--- src/design/zrld_pkg.sv ---
`timescale 1ns / 1ps

package zrld_pkg;

    localparam int DIM_W       = 11;
    localparam int RUN_W       = 21;
    localparam int LINE_W      = 16;
    localparam int QUEUE_DEPTH = 4;
    localparam int QPTR_W      = $clog2(QUEUE_DEPTH);
    localparam int QCNT_W      = $clog2(QUEUE_DEPTH + 1);

    localparam logic [DIM_W-1:0]  MAX_WIDTH  = 11'd1024;
    localparam logic [DIM_W-1:0]  MAX_HEIGHT = 11'd1024;
    localparam logic [RUN_W-1:0]  RUN_MAX    = {RUN_W{1'b1}};
    localparam logic [LINE_W-1:0] HDR_BYTES  = 16'd2;

    localparam logic REG_FRAME_WIDTH  = 1'b0;
    localparam logic REG_FRAME_HEIGHT = 1'b1;

    typedef struct packed {
        logic       has_run;
        logic       last;
        logic [7:0] value;
        logic [7:0] count;
    } cmd_t;

    typedef enum logic [3:0] {
        PH_LEN_LO = 4'b0001,
        PH_LEN_HI = 4'b0010,
        PH_BODY   = 4'b0100,
        PH_COUNT  = 4'b1000
    } phase_t;

endpackage

--- src/design/zero_run_line_decoder.sv ---
`timescale 1ns / 1ps
// A run passes through the command queue and the output register before it appears on
// the output; the closing pad run follows when the last byte also yields a run.
// Throughput: one byte per cycle while the queue is not full; the back end drains one
// run per cycle while run_ready allows; a four-entry command queue absorbs the pad run.
// Reset: async, active low; parser to PH_LEN_LO; counters, queue pointers, config to 0.
module zero_run_line_decoder (
    input  logic                       clk,
    input  logic                       rst_n,
    input  logic                       cfg_valid,
    output logic                       cfg_ready,
    input  logic                       cfg_index,
    input  logic [zrld_pkg::DIM_W-1:0] cfg_data,
    input  logic                       byte_valid,
    output logic                       byte_ready,
    input  logic [7:0]                 data_byte,
    input  logic                       last_byte,
    output logic                       run_valid,
    input  logic                       run_ready,
    output logic [7:0]                 pixel_value,
    output logic [zrld_pkg::RUN_W-1:0] run_length,
    output logic                       frame_end
);

    logic [zrld_pkg::DIM_W-1:0] width_reg, width_next;
    logic [zrld_pkg::DIM_W-1:0] height_reg, height_next;
    logic [zrld_pkg::DIM_W-1:0] eff_width;
    logic [zrld_pkg::DIM_W-1:0] eff_height;
    logic                       accept;
    logic                       push;
    logic                       pop;
    logic                       empty;
    logic                       full;
    zrld_pkg::cmd_t             push_cmd;
    zrld_pkg::cmd_t             head_cmd;

    assign cfg_ready  = 1'b1;
    assign byte_ready = !full;
    assign accept     = byte_valid && byte_ready;
    assign eff_width  = (width_reg < zrld_pkg::MAX_WIDTH) ? width_reg : zrld_pkg::MAX_WIDTH;
    assign eff_height = (height_reg < zrld_pkg::MAX_HEIGHT) ? height_reg : zrld_pkg::MAX_HEIGHT;

    always_comb
    begin
        width_next  = width_reg;
        height_next = height_reg;
        if (cfg_valid && cfg_ready)
        begin
            unique case (cfg_index)
                zrld_pkg::REG_FRAME_WIDTH:  width_next  = cfg_data;
                zrld_pkg::REG_FRAME_HEIGHT: height_next = cfg_data;
                default:                    width_next  = width_reg;
            endcase
        end
    end

    always_ff @(posedge clk or negedge rst_n)
    begin
        if (!rst_n)
        begin
            width_reg  <= '0;
            height_reg <= '0;
        end
        else
        begin
            width_reg  <= width_next;
            height_reg <= height_next;
        end
    end

    zrld_front u_front (
        .clk        (clk),
        .rst_n      (rst_n),
        .accept     (accept),
        .data_byte  (data_byte),
        .last_byte  (last_byte),
        .eff_height (eff_height),
        .push       (push),
        .cmd        (push_cmd)
    );

    zrld_queue u_queue (
        .clk      (clk),
        .rst_n    (rst_n),
        .push     (push),
        .push_cmd (push_cmd),
        .pop      (pop),
        .head_cmd (head_cmd),
        .empty    (empty),
        .full     (full)
    );

    zrld_back u_back (
        .clk         (clk),
        .rst_n       (rst_n),
        .eff_width   (eff_width),
        .eff_height  (eff_height),
        .head_cmd    (head_cmd),
        .empty       (empty),
        .pop         (pop),
        .run_valid   (run_valid),
        .run_ready   (run_ready),
        .pixel_value (pixel_value),
        .run_length  (run_length),
        .frame_end   (frame_end)
    );

endmodule

--- src/design/zrld_front.sv ---
`timescale 1ns / 1ps

module zrld_front (
    input  logic                       clk,
    input  logic                       rst_n,
    input  logic                       accept,
    input  logic [7:0]                 data_byte,
    input  logic                       last_byte,
    input  logic [zrld_pkg::DIM_W-1:0] eff_height,
    output logic                       push,
    output zrld_pkg::cmd_t             cmd
);

    zrld_pkg::phase_t               phase_reg, phase_next;
    logic [7:0]                     len_lo_reg, len_lo_next;
    logic [zrld_pkg::LINE_W-1:0]    left_reg, left_next;
    logic [zrld_pkg::DIM_W-1:0]     lines_reg, lines_next;
    logic [zrld_pkg::LINE_W-1:0]    hdr_word;
    logic [zrld_pkg::LINE_W-1:0]    left_dec;

    always_comb
    begin
        phase_next  = phase_reg;
        len_lo_next = len_lo_reg;
        left_next   = left_reg;
        lines_next  = lines_reg;
        hdr_word    = {data_byte, len_lo_reg};
        left_dec    = left_reg - 1'b1;
        cmd.has_run = 1'b0;
        cmd.last    = last_byte;
        cmd.value   = data_byte;
        cmd.count   = 8'd1;
        unique case (phase_reg)
            zrld_pkg::PH_LEN_LO:
            begin
                if (lines_reg < eff_height)
                begin
                    len_lo_next = data_byte;
                    phase_next  = zrld_pkg::PH_LEN_HI;
                end
            end
            zrld_pkg::PH_LEN_HI:
            begin
                lines_next = lines_reg + 1'b1;
                if (hdr_word > zrld_pkg::HDR_BYTES)
                begin
                    left_next  = hdr_word - zrld_pkg::HDR_BYTES;
                    phase_next = zrld_pkg::PH_BODY;
                end
                else
                begin
                    left_next  = '0;
                    phase_next = zrld_pkg::PH_LEN_LO;
                end
            end
            zrld_pkg::PH_BODY:
            begin
                left_next = left_dec;
                if (data_byte != 8'd0)
                begin
                    cmd.has_run = 1'b1;
                    if (left_dec == '0)
                        phase_next = zrld_pkg::PH_LEN_LO;
                end
                else
                begin
                    phase_next = (left_dec == '0) ? zrld_pkg::PH_LEN_LO : zrld_pkg::PH_COUNT;
                end
            end
            zrld_pkg::PH_COUNT:
            begin
                left_next   = left_dec;
                cmd.has_run = 1'b1;
                cmd.value   = 8'd0;
                cmd.count   = data_byte;
                phase_next  = (left_dec == '0) ? zrld_pkg::PH_LEN_LO : zrld_pkg::PH_BODY;
            end
            default:
            begin
                phase_next = zrld_pkg::PH_LEN_LO;
            end
        endcase
        if (last_byte)
        begin
            phase_next  = zrld_pkg::PH_LEN_LO;
            len_lo_next = '0;
            left_next   = '0;
            lines_next  = '0;
        end
        push = accept && (cmd.has_run || cmd.last);
    end

    always_ff @(posedge clk or negedge rst_n)
    begin
        if (!rst_n)
        begin
            phase_reg  <= zrld_pkg::PH_LEN_LO;
            len_lo_reg <= '0;
            left_reg   <= '0;
            lines_reg  <= '0;
        end
        else if (accept)
        begin
            phase_reg  <= phase_next;
            len_lo_reg <= len_lo_next;
            left_reg   <= left_next;
            lines_reg  <= lines_next;
        end
    end

endmodule

--- src/design/zrld_queue.sv ---
`timescale 1ns / 1ps

module zrld_queue (
    input  logic           clk,
    input  logic           rst_n,
    input  logic           push,
    input  zrld_pkg::cmd_t push_cmd,
    input  logic           pop,
    output zrld_pkg::cmd_t head_cmd,
    output logic           empty,
    output logic           full
);

    zrld_pkg::cmd_t                 slots_reg [zrld_pkg::QUEUE_DEPTH];
    logic [zrld_pkg::QPTR_W-1:0]    wr_ptr_reg, wr_ptr_next;
    logic [zrld_pkg::QPTR_W-1:0]    rd_ptr_reg, rd_ptr_next;
    logic [zrld_pkg::QCNT_W-1:0]    count_reg, count_next;

    assign empty    = (count_reg == '0);
    assign full     = (count_reg == zrld_pkg::QCNT_W'(zrld_pkg::QUEUE_DEPTH));
    assign head_cmd = slots_reg[rd_ptr_reg];

    always_comb
    begin
        wr_ptr_next = push ? wr_ptr_reg + 1'b1 : wr_ptr_reg;
        rd_ptr_next = pop ? rd_ptr_reg + 1'b1 : rd_ptr_reg;
        count_next  = count_reg;
        if (push && !pop)
            count_next = count_reg + 1'b1;
        else if (pop && !push)
            count_next = count_reg - 1'b1;
    end

    always_ff @(posedge clk)
    begin
        if (push)
            slots_reg[wr_ptr_reg] <= push_cmd;
    end

    always_ff @(posedge clk or negedge rst_n)
    begin
        if (!rst_n)
        begin
            wr_ptr_reg <= '0;
            rd_ptr_reg <= '0;
            count_reg  <= '0;
        end
        else
        begin
            wr_ptr_reg <= wr_ptr_next;
            rd_ptr_reg <= rd_ptr_next;
            count_reg  <= count_next;
        end
    end

endmodule

--- src/design/zrld_back.sv ---
`timescale 1ns / 1ps

module zrld_back (
    input  logic                       clk,
    input  logic                       rst_n,
    input  logic [zrld_pkg::DIM_W-1:0] eff_width,
    input  logic [zrld_pkg::DIM_W-1:0] eff_height,
    input  zrld_pkg::cmd_t             head_cmd,
    input  logic                       empty,
    output logic                       pop,
    output logic                       run_valid,
    input  logic                       run_ready,
    output logic [7:0]                 pixel_value,
    output logic [zrld_pkg::RUN_W-1:0] run_length,
    output logic                       frame_end
);

    logic [2*zrld_pkg::DIM_W-1:0]  product;
    logic [zrld_pkg::RUN_W-1:0]    size_reg, size_next;
    logic [zrld_pkg::RUN_W-1:0]    emitted_reg, emitted_next;
    logic                          pad_pend_reg, pad_pend_next;
    logic                          valid_reg, valid_next;
    logic [7:0]                    pixel_reg, pixel_next;
    logic [zrld_pkg::RUN_W-1:0]    len_reg, len_next;
    logic                          end_reg, end_next;
    logic                          slot_free;
    logic [zrld_pkg::RUN_W-1:0]    room;
    logic [zrld_pkg::RUN_W-1:0]    want;
    logic [zrld_pkg::RUN_W-1:0]    clipped;

    assign slot_free   = !valid_reg || run_ready;
    assign pop         = slot_free && !pad_pend_reg && !empty;
    assign run_valid   = valid_reg;
    assign pixel_value = pixel_reg;
    assign run_length  = len_reg;
    assign frame_end   = end_reg;

    always_comb
    begin
        product   = eff_width * eff_height;
        size_next = (product > {1'b0, zrld_pkg::RUN_MAX})
                    ? zrld_pkg::RUN_MAX : product[zrld_pkg::RUN_W-1:0];
    end

    always_comb
    begin
        room          = (size_reg > emitted_reg) ? size_reg - emitted_reg : '0;
        want          = zrld_pkg::RUN_W'(head_cmd.count);
        clipped       = (want < room) ? want : room;
        emitted_next  = emitted_reg;
        pad_pend_next = pad_pend_reg;
        valid_next    = slot_free ? 1'b0 : valid_reg;
        pixel_next    = pixel_reg;
        len_next      = len_reg;
        end_next      = end_reg;
        priority if (slot_free && pad_pend_reg)
        begin
            valid_next    = 1'b1;
            pixel_next    = 8'd0;
            len_next      = room;
            end_next      = 1'b1;
            emitted_next  = '0;
            pad_pend_next = 1'b0;
        end
        else if (pop)
        begin
            if (head_cmd.has_run && clipped != '0)
            begin
                valid_next    = 1'b1;
                pixel_next    = head_cmd.value;
                len_next      = clipped;
                end_next      = 1'b0;
                emitted_next  = emitted_reg + clipped;
                pad_pend_next = head_cmd.last;
            end
            else if (head_cmd.last)
            begin
                valid_next   = 1'b1;
                pixel_next   = 8'd0;
                len_next     = room;
                end_next     = 1'b1;
                emitted_next = '0;
            end
        end
    end

    always_ff @(posedge clk)
    begin
        pixel_reg <= pixel_next;
        len_reg   <= len_next;
        end_reg   <= end_next;
    end

    always_ff @(posedge clk or negedge rst_n)
    begin
        if (!rst_n)
        begin
            size_reg     <= '0;
            emitted_reg  <= '0;
            pad_pend_reg <= 1'b0;
            valid_reg    <= 1'b0;
        end
        else
        begin
            size_reg     <= size_next;
            emitted_reg  <= emitted_next;
            pad_pend_reg <= pad_pend_next;
            valid_reg    <= valid_next;
        end
    end

endmodule

--- config.mk ---
export PLATFORM = sky130hd
export DESIGN_NAME = zero_run_line_decoder
export DESIGN_NICKNAME = d
export VERILOG_FILES = /design/src/design/zrld_pkg.sv /design/src/design/zero_run_line_decoder.sv /design/src/design/zrld_front.sv /design/src/design/zrld_queue.sv /design/src/design/zrld_back.sv
export SDC_FILE = /design/constraint.sdc
export NUM_CORES = 1
export LEC_CHECK = 0
export BUFFER_PORTS_ARGS = -buffer_cell sky130_fd_sc_hd__buf_2
export CAP_MARGIN = 40
export CORE_MARGIN = 3
export CORE_UTILIZATION = 32
export DETAILED_ROUTE_END_ITERATION = 12
export PLACE_DENSITY_LB_ADDON = 0.3
export SETUP_SLACK_MARGIN = 0.5
export SLEW_MARGIN = 10
export SYNTH_ARGS = -nofsm -noshare
export SYNTH_HDL_FRONTEND = slang
export SYNTH_SLANG_ARGS = --single-unit
--- constraint.sdc ---
create_clock -name clk -period 9.9 [get_ports clk]
set_clock_uncertainty 0.1 [all_clocks]
set_input_delay 0.495 -clock clk [delete_from_list [all_inputs] [get_ports clk]]
set_output_delay 0.495 -clock clk [all_outputs]
set_load 0.01 [all_outputs]
==> impl_metrics.xml <==
<?xml version="1.0" encoding="UTF-8"?>
<metrics>
  <group name="run_status">
    <metric name="status" unit="">completed</metric>
  </group>
  <group name="synthesis">
    <metric name="synth.top_cells.by_count" unit="">sky130_fd_sc_hd__inv_1, sky130_fd_sc_hd__nand2_1, sky130_fd_sc_hd__nor2_1, sky130_fd_sc_hd__ha_1, sky130_fd_sc_hd__dfrtp_1</metric>
    <metric name="synth_enable_flop_cells" unit="">93</metric>
    <metric name="ys_seq_area_share" unit="%">36.3</metric>
    <metric name="synth_warnings" unit="">0</metric>
    <metric name="synth_ff_type" unit="">sky130_fd_sc_hd__dfrtp_1</metric>
    <metric name="synth_top_cell_area_share" unit="%">17.5</metric>
    <metric name="post_synth_instance_area" unit="sq mm">0.0159</metric>
    <metric name="synth_area_leader_cell" unit="">sky130_fd_sc_hd__edfxtp_1</metric>
    <metric name="post_synth_main_area_contributors" unit="">sky130_fd_sc_hd__edfxtp_1, sky130_fd_sc_hd__dfrtp_1, sky130_fd_sc_hd__fa_1</metric>
    <metric name="ys_seq_elements" unit="">214</metric>
    <metric name="yosys.cell_count.top_type" unit="">sky130_fd_sc_hd__inv_1</metric>
    <metric name="synthDistinctLibCells" unit="">87</metric>
    <metric name="post_synth_inst_count" unit="">1586</metric>
    <metric name="synth.avg_cell_area" unit="sq um">10.0</metric>
    <metric name="postSynth.asyncResetShare" unit="%">52.3</metric>
  </group>
  <group name="power">
    <metric name="power.density_cell_area" unit="mW/mm^2">335</metric>
    <metric name="pwr-share-seq" unit="%">23.8</metric>
    <metric name="switching_power" unit="mW">2.73</metric>
    <metric name="power.share.combinational" unit="%">60.0</metric>
    <metric name="power_report.internal_total" unit="mW">3.29</metric>
    <metric name="fin_total_pwr" unit="mW">6.01</metric>
    <metric name="swShare" unit="%">45.3</metric>
    <metric name="total_leakage_power" unit="nW">8.00</metric>
    <metric name="vdd_drop_max" unit="V">0.000145</metric>
    <metric name="power.share.clock" unit="%">16.3</metric>
  </group>
  <group name="sta">
    <metric name="report.final.hold_viol_count" unit="">0</metric>
    <metric name="finalSetupViolations" unit="">0</metric>
    <metric name="period_needed" unit="ns">7.86</metric>
    <metric name="holdWs" unit="ns">0.105</metric>
    <metric name="grt_setup_unrepaired" unit="">no</metric>
    <metric name="total_count_of_max_transition_violations_in_the_final_report" unit="">0</metric>
    <metric name="maxClockFrequency" unit="GHz">0.127</metric>
    <metric name="tightest_slew" unit="ns">0.849</metric>
    <metric name="final.setup.tns" unit="ns">0</metric>
    <metric name="post-route-period-util" unit="%">79.4</metric>
    <metric name="slew-limit-headroom" unit="%">43.4</metric>
  </group>
  <group name="clock_network">
    <metric name="cts.root.buffer_cell" unit="">sky130_fd_sc_hd__clkbuf_16</metric>
    <metric name="post_cts_resize_count" unit="">0</metric>
    <metric name="path_clk_slew" unit="ns">0.06</metric>
    <metric name="clock_path_buffers" unit="">3</metric>
    <metric name="post-cts-setup-buffer-count" unit="">0</metric>
    <metric name="cts_tree" unit="">yes</metric>
    <metric name="htree_num_levels" unit="">1</metric>
    <metric name="numClockSinks" unit="">214</metric>
    <metric name="tritoncts.num_buffers" unit="">26</metric>
    <metric name="clk_latency" unit="ns">0.56</metric>
  </group>
  <group name="grt">
    <metric name="first_global_vias" unit="">11700</metric>
    <metric name="global_route_wire_length_before_repair" unit="mm">61.8</metric>
    <metric name="globalRouteTotalUtil" unit="%">14.2</metric>
    <metric name="overflow" unit="">0</metric>
    <metric name="grt_max_degree" unit="">61</metric>
    <metric name="antenna_violations_before_repair" unit="">0</metric>
  </group>
  <group name="critical_path">
    <metric name="timing.critical_path.to_type" unit="">register</metric>
    <metric name="critical_path_arrival" unit="ns">8.24</metric>
    <metric name="required" unit="ns">10.29</metric>
    <metric name="start_kind" unit="">register</metric>
    <metric name="worstReg2RegEnd" unit="">u_back.emitted_reg[20]</metric>
    <metric name="timing.reg2reg.worst_path_depth" unit="">32</metric>
    <metric name="critical_path.reg2reg.startpoint" unit="">u_back.emitted_reg[15]</metric>
    <metric name="critical_path_top_delay_cell" unit="">sky130_fd_sc_hd__a311oi_1</metric>
    <metric name="cp_max_fo" unit="">11</metric>
    <metric name="setup.worst_path.class" unit="">register to register</metric>
    <metric name="crit_top_cell" unit="">sky130_fd_sc_hd__o21ai_0</metric>
    <metric name="cpPeakStageDelay" unit="ns">0.56</metric>
    <metric name="rrSetupSlack" unit="ns">2.04</metric>
  </group>
  <group name="floorplanning">
    <metric name="starting_density" unit="%">32.5</metric>
    <metric name="die_width" unit="um">229</metric>
    <metric name="dieHeight" unit="um">229</metric>
    <metric name="io_pins" unit="">59</metric>
    <metric name="core_area" unit="sq mm">0.0491</metric>
    <metric name="core.rowCount" unit="">81</metric>
    <metric name="die_area" unit="sq mm">0.0525</metric>
  </group>
  <group name="cells_and_area">
    <metric name="fin_cells" unit="">2330</metric>
    <metric name="max_ffs_per_register" unit="">72</metric>
    <metric name="diodes_inserted" unit="">0</metric>
    <metric name="final_layout_size_suffix_gt1_share" unit="%">11.4</metric>
    <metric name="synthToLayoutAreaGrowth" unit="%">12.8</metric>
    <metric name="nets" unit="">1884</metric>
    <metric name="finalCoreUtilization" unit="%">36.6</metric>
  </group>
  <group name="route">
    <metric name="drc_violation_total_after_the_first_tritonroute_iteration" unit="">594</metric>
    <metric name="finalWirelength" unit="mm">37.4</metric>
    <metric name="detail_route.drc_violations" unit="">0</metric>
    <metric name="vias" unit="">11400</metric>
    <metric name="routedWlPerCell" unit="um">16.0</metric>
    <metric name="drtAntennaViolNets" unit="">0</metric>
    <metric name="firstDrtPassIters" unit="">5</metric>
    <metric name="drt-vias-per-instance" unit="">4.91</metric>
  </group>
  <group name="placement">
    <metric name="quantity_of_i_o_buffers_inserted_on_ports" unit="">57</metric>
    <metric name="place_hpwl" unit="mm">28.8</metric>
    <metric name="place.detailed.instances" unit="">2282</metric>
    <metric name="routabilityCongestion" unit="">0.877</metric>
  </group>
  <group name="worst_hold_path">
    <metric name="hold-path-endpoint" unit="">height_reg[3]</metric>
    <metric name="hold_start" unit="">cfg_data[3]</metric>
    <metric name="hold_depth" unit="">2</metric>
    <metric name="holdCritPathClass" unit="">input port to register</metric>
  </group>
  <group name="flow_run">
    <metric name="timing.max_cap.violations" unit="">0</metric>
  </group>
</metrics>
[through the flow]
step / worst slack (ns) / area [sq um]
2_1_floorplan: 2.98 / 16000
3_3_place_gp: 2.22 / 16900
4_1_cts: 2.07 / 18000
5_1_grt: 1.41 / 18000
6_report: 2.04 / 18000
3_5_place_dp: 2.09 / 17100
[worst max-delay path: cells and delay by family, from the launching register on]
| family | cells | cell delay [ns] |
|---|---|---|
| DFF | 1 | 0.38 |
| buffers and inverters | 3 | 0.16 |
| AOI/OAI and AO/OA | 17 | 4.24 |
| adders and majority gates | 4 | 1.35 |
| muxes | 1 | 0.13 |
| and+or+nand+nor | 7 | 1.41 |
[power by group through the flow]
| stage | combinational (mW) | sequential [mW] | clock [mW] |
|---|---|---|---|
| after floorplan | 2.75 | 1.40 | 0 |
| after global placement | 3.51 | 1.45 | 0 |
| after detailed placement | 3.59 | 1.44 | 0 |
| after CTS | 3.61 | 1.43 | 1.01 |
| after global routing | 4.06 | 1.46 | 1.04 |
| final | 3.61 | 1.43 | 0.980 |
[cells in the final DEF (no fill, tap or decap), types with 10 or more instances in the layout]
master / synthesis / layout
sky130_fd_sc_hd__and2_1: 30 / 30
sky130_fd_sc_hd__a21o_1: 23 / 23
sky130_fd_sc_hd__nor2b_1: 40 / 40
sky130_fd_sc_hd__buf_2: 5 / 56
sky130_fd_sc_hd__a22oi_1: 19 / 19
sky130_fd_sc_hd__and3_1: 10 / 10
sky130_fd_sc_hd__o21a_1: 13 / 13
sky130_fd_sc_hd__clkbuf_16: 0 / 26
sky130_fd_sc_hd__conb_1: 2 / 13
sky130_fd_sc_hd__mux2_2: 29 / 29
sky130_fd_sc_hd__nand4_1: 11 / 11
sky130_fd_sc_hd__xnor2_1: 50 / 50
sky130_fd_sc_hd__nand2_1: 154 / 154
sky130_fd_sc_hd__ha_1: 128 / 128
sky130_fd_sc_hd__mux4_2: 18 / 18
sky130_fd_sc_hd__nor3_1: 21 / 21
sky130_fd_sc_hd__a22o_1: 37 / 37
sky130_fd_sc_hd__xor2_1: 30 / 30
sky130_fd_sc_hd__buf_4: 3 / 11
sky130_fd_sc_hd__dfrtp_1: 111 / 111
sky130_fd_sc_hd__nor4_1: 12 / 10
sky130_fd_sc_hd__o21ai_0: 63 / 63
sky130_fd_sc_hd__nor2_1: 138 / 138
sky130_fd_sc_hd__inv_1: 168 / 168
sky130_fd_sc_hd__fa_1: 83 / 83
sky130_fd_sc_hd__a21oi_1: 67 / 67
sky130_fd_sc_hd__edfxtp_1: 93 / 93
sky130_fd_sc_hd__nand3_1: 17 / 17
sky130_fd_sc_hd__nand2b_1: 34 / 34
[kinds of logic (layout without fill, tap and decap cells)]
logic type | count (synthesis) | after routing | share of synthesized area [%]
buf+inv | 224 | 293 | 5.59
xor+xnor | 80 | 80 | 4.40
other cells | 2 | 13 | 0.0472
simple gates | 506 | 506 | 15.5
compound gates | 296 | 296 | 12.7
flops | 214 | 214 | 36.3
fa+ha+maj | 211 | 211 | 20.5
mux | 53 | 53 | 4.99
[routing by layer]
metal  global-route usage, %  up-vias  routed length [um]
met5                       0        -                   0
met4                    3.76        0                 930
met3                    2.11       53                1570
met2                    23.4      209               17100
met1                    19.6     5574               17700
li1                        -     5610                   -
[layout make-up]
type,instances,area (sq um)
fillers,4919,31100
multi-input cells,1159,9320
flip-flops and latches,214,5780
well taps,664,831
clock buffers,32,703
inverters,169,634
repair buffers,77,512
clock inverters,15,194
[what timing repair did]
item / CTS / global route
endpoints found under the setup margin: 0 / 0
hold endpoints to repair: 52 / 0
hold buffers: 1 / 0
[worst max-delay path by stage]
stage / start / end / slack [ns]
global route: u_back.emitted_reg[15] / u_back.emitted_reg[20] / 1.41
detailed placement: u_back.emitted_reg[15] / u_back.emitted_reg[20] / 2.09
global placement: u_back.emitted_reg[1] / u_back.emitted_reg[20] / 2.22
CTS: u_back.emitted_reg[15] / u_back.emitted_reg[20] / 2.07
finish: u_back.emitted_reg[15] / u_back.emitted_reg[20] / 2.04
floorplan: u_back.emitted_reg[1] / u_back.emitted_reg[20] / 2.98
Power figures use the tool's default switching activity.
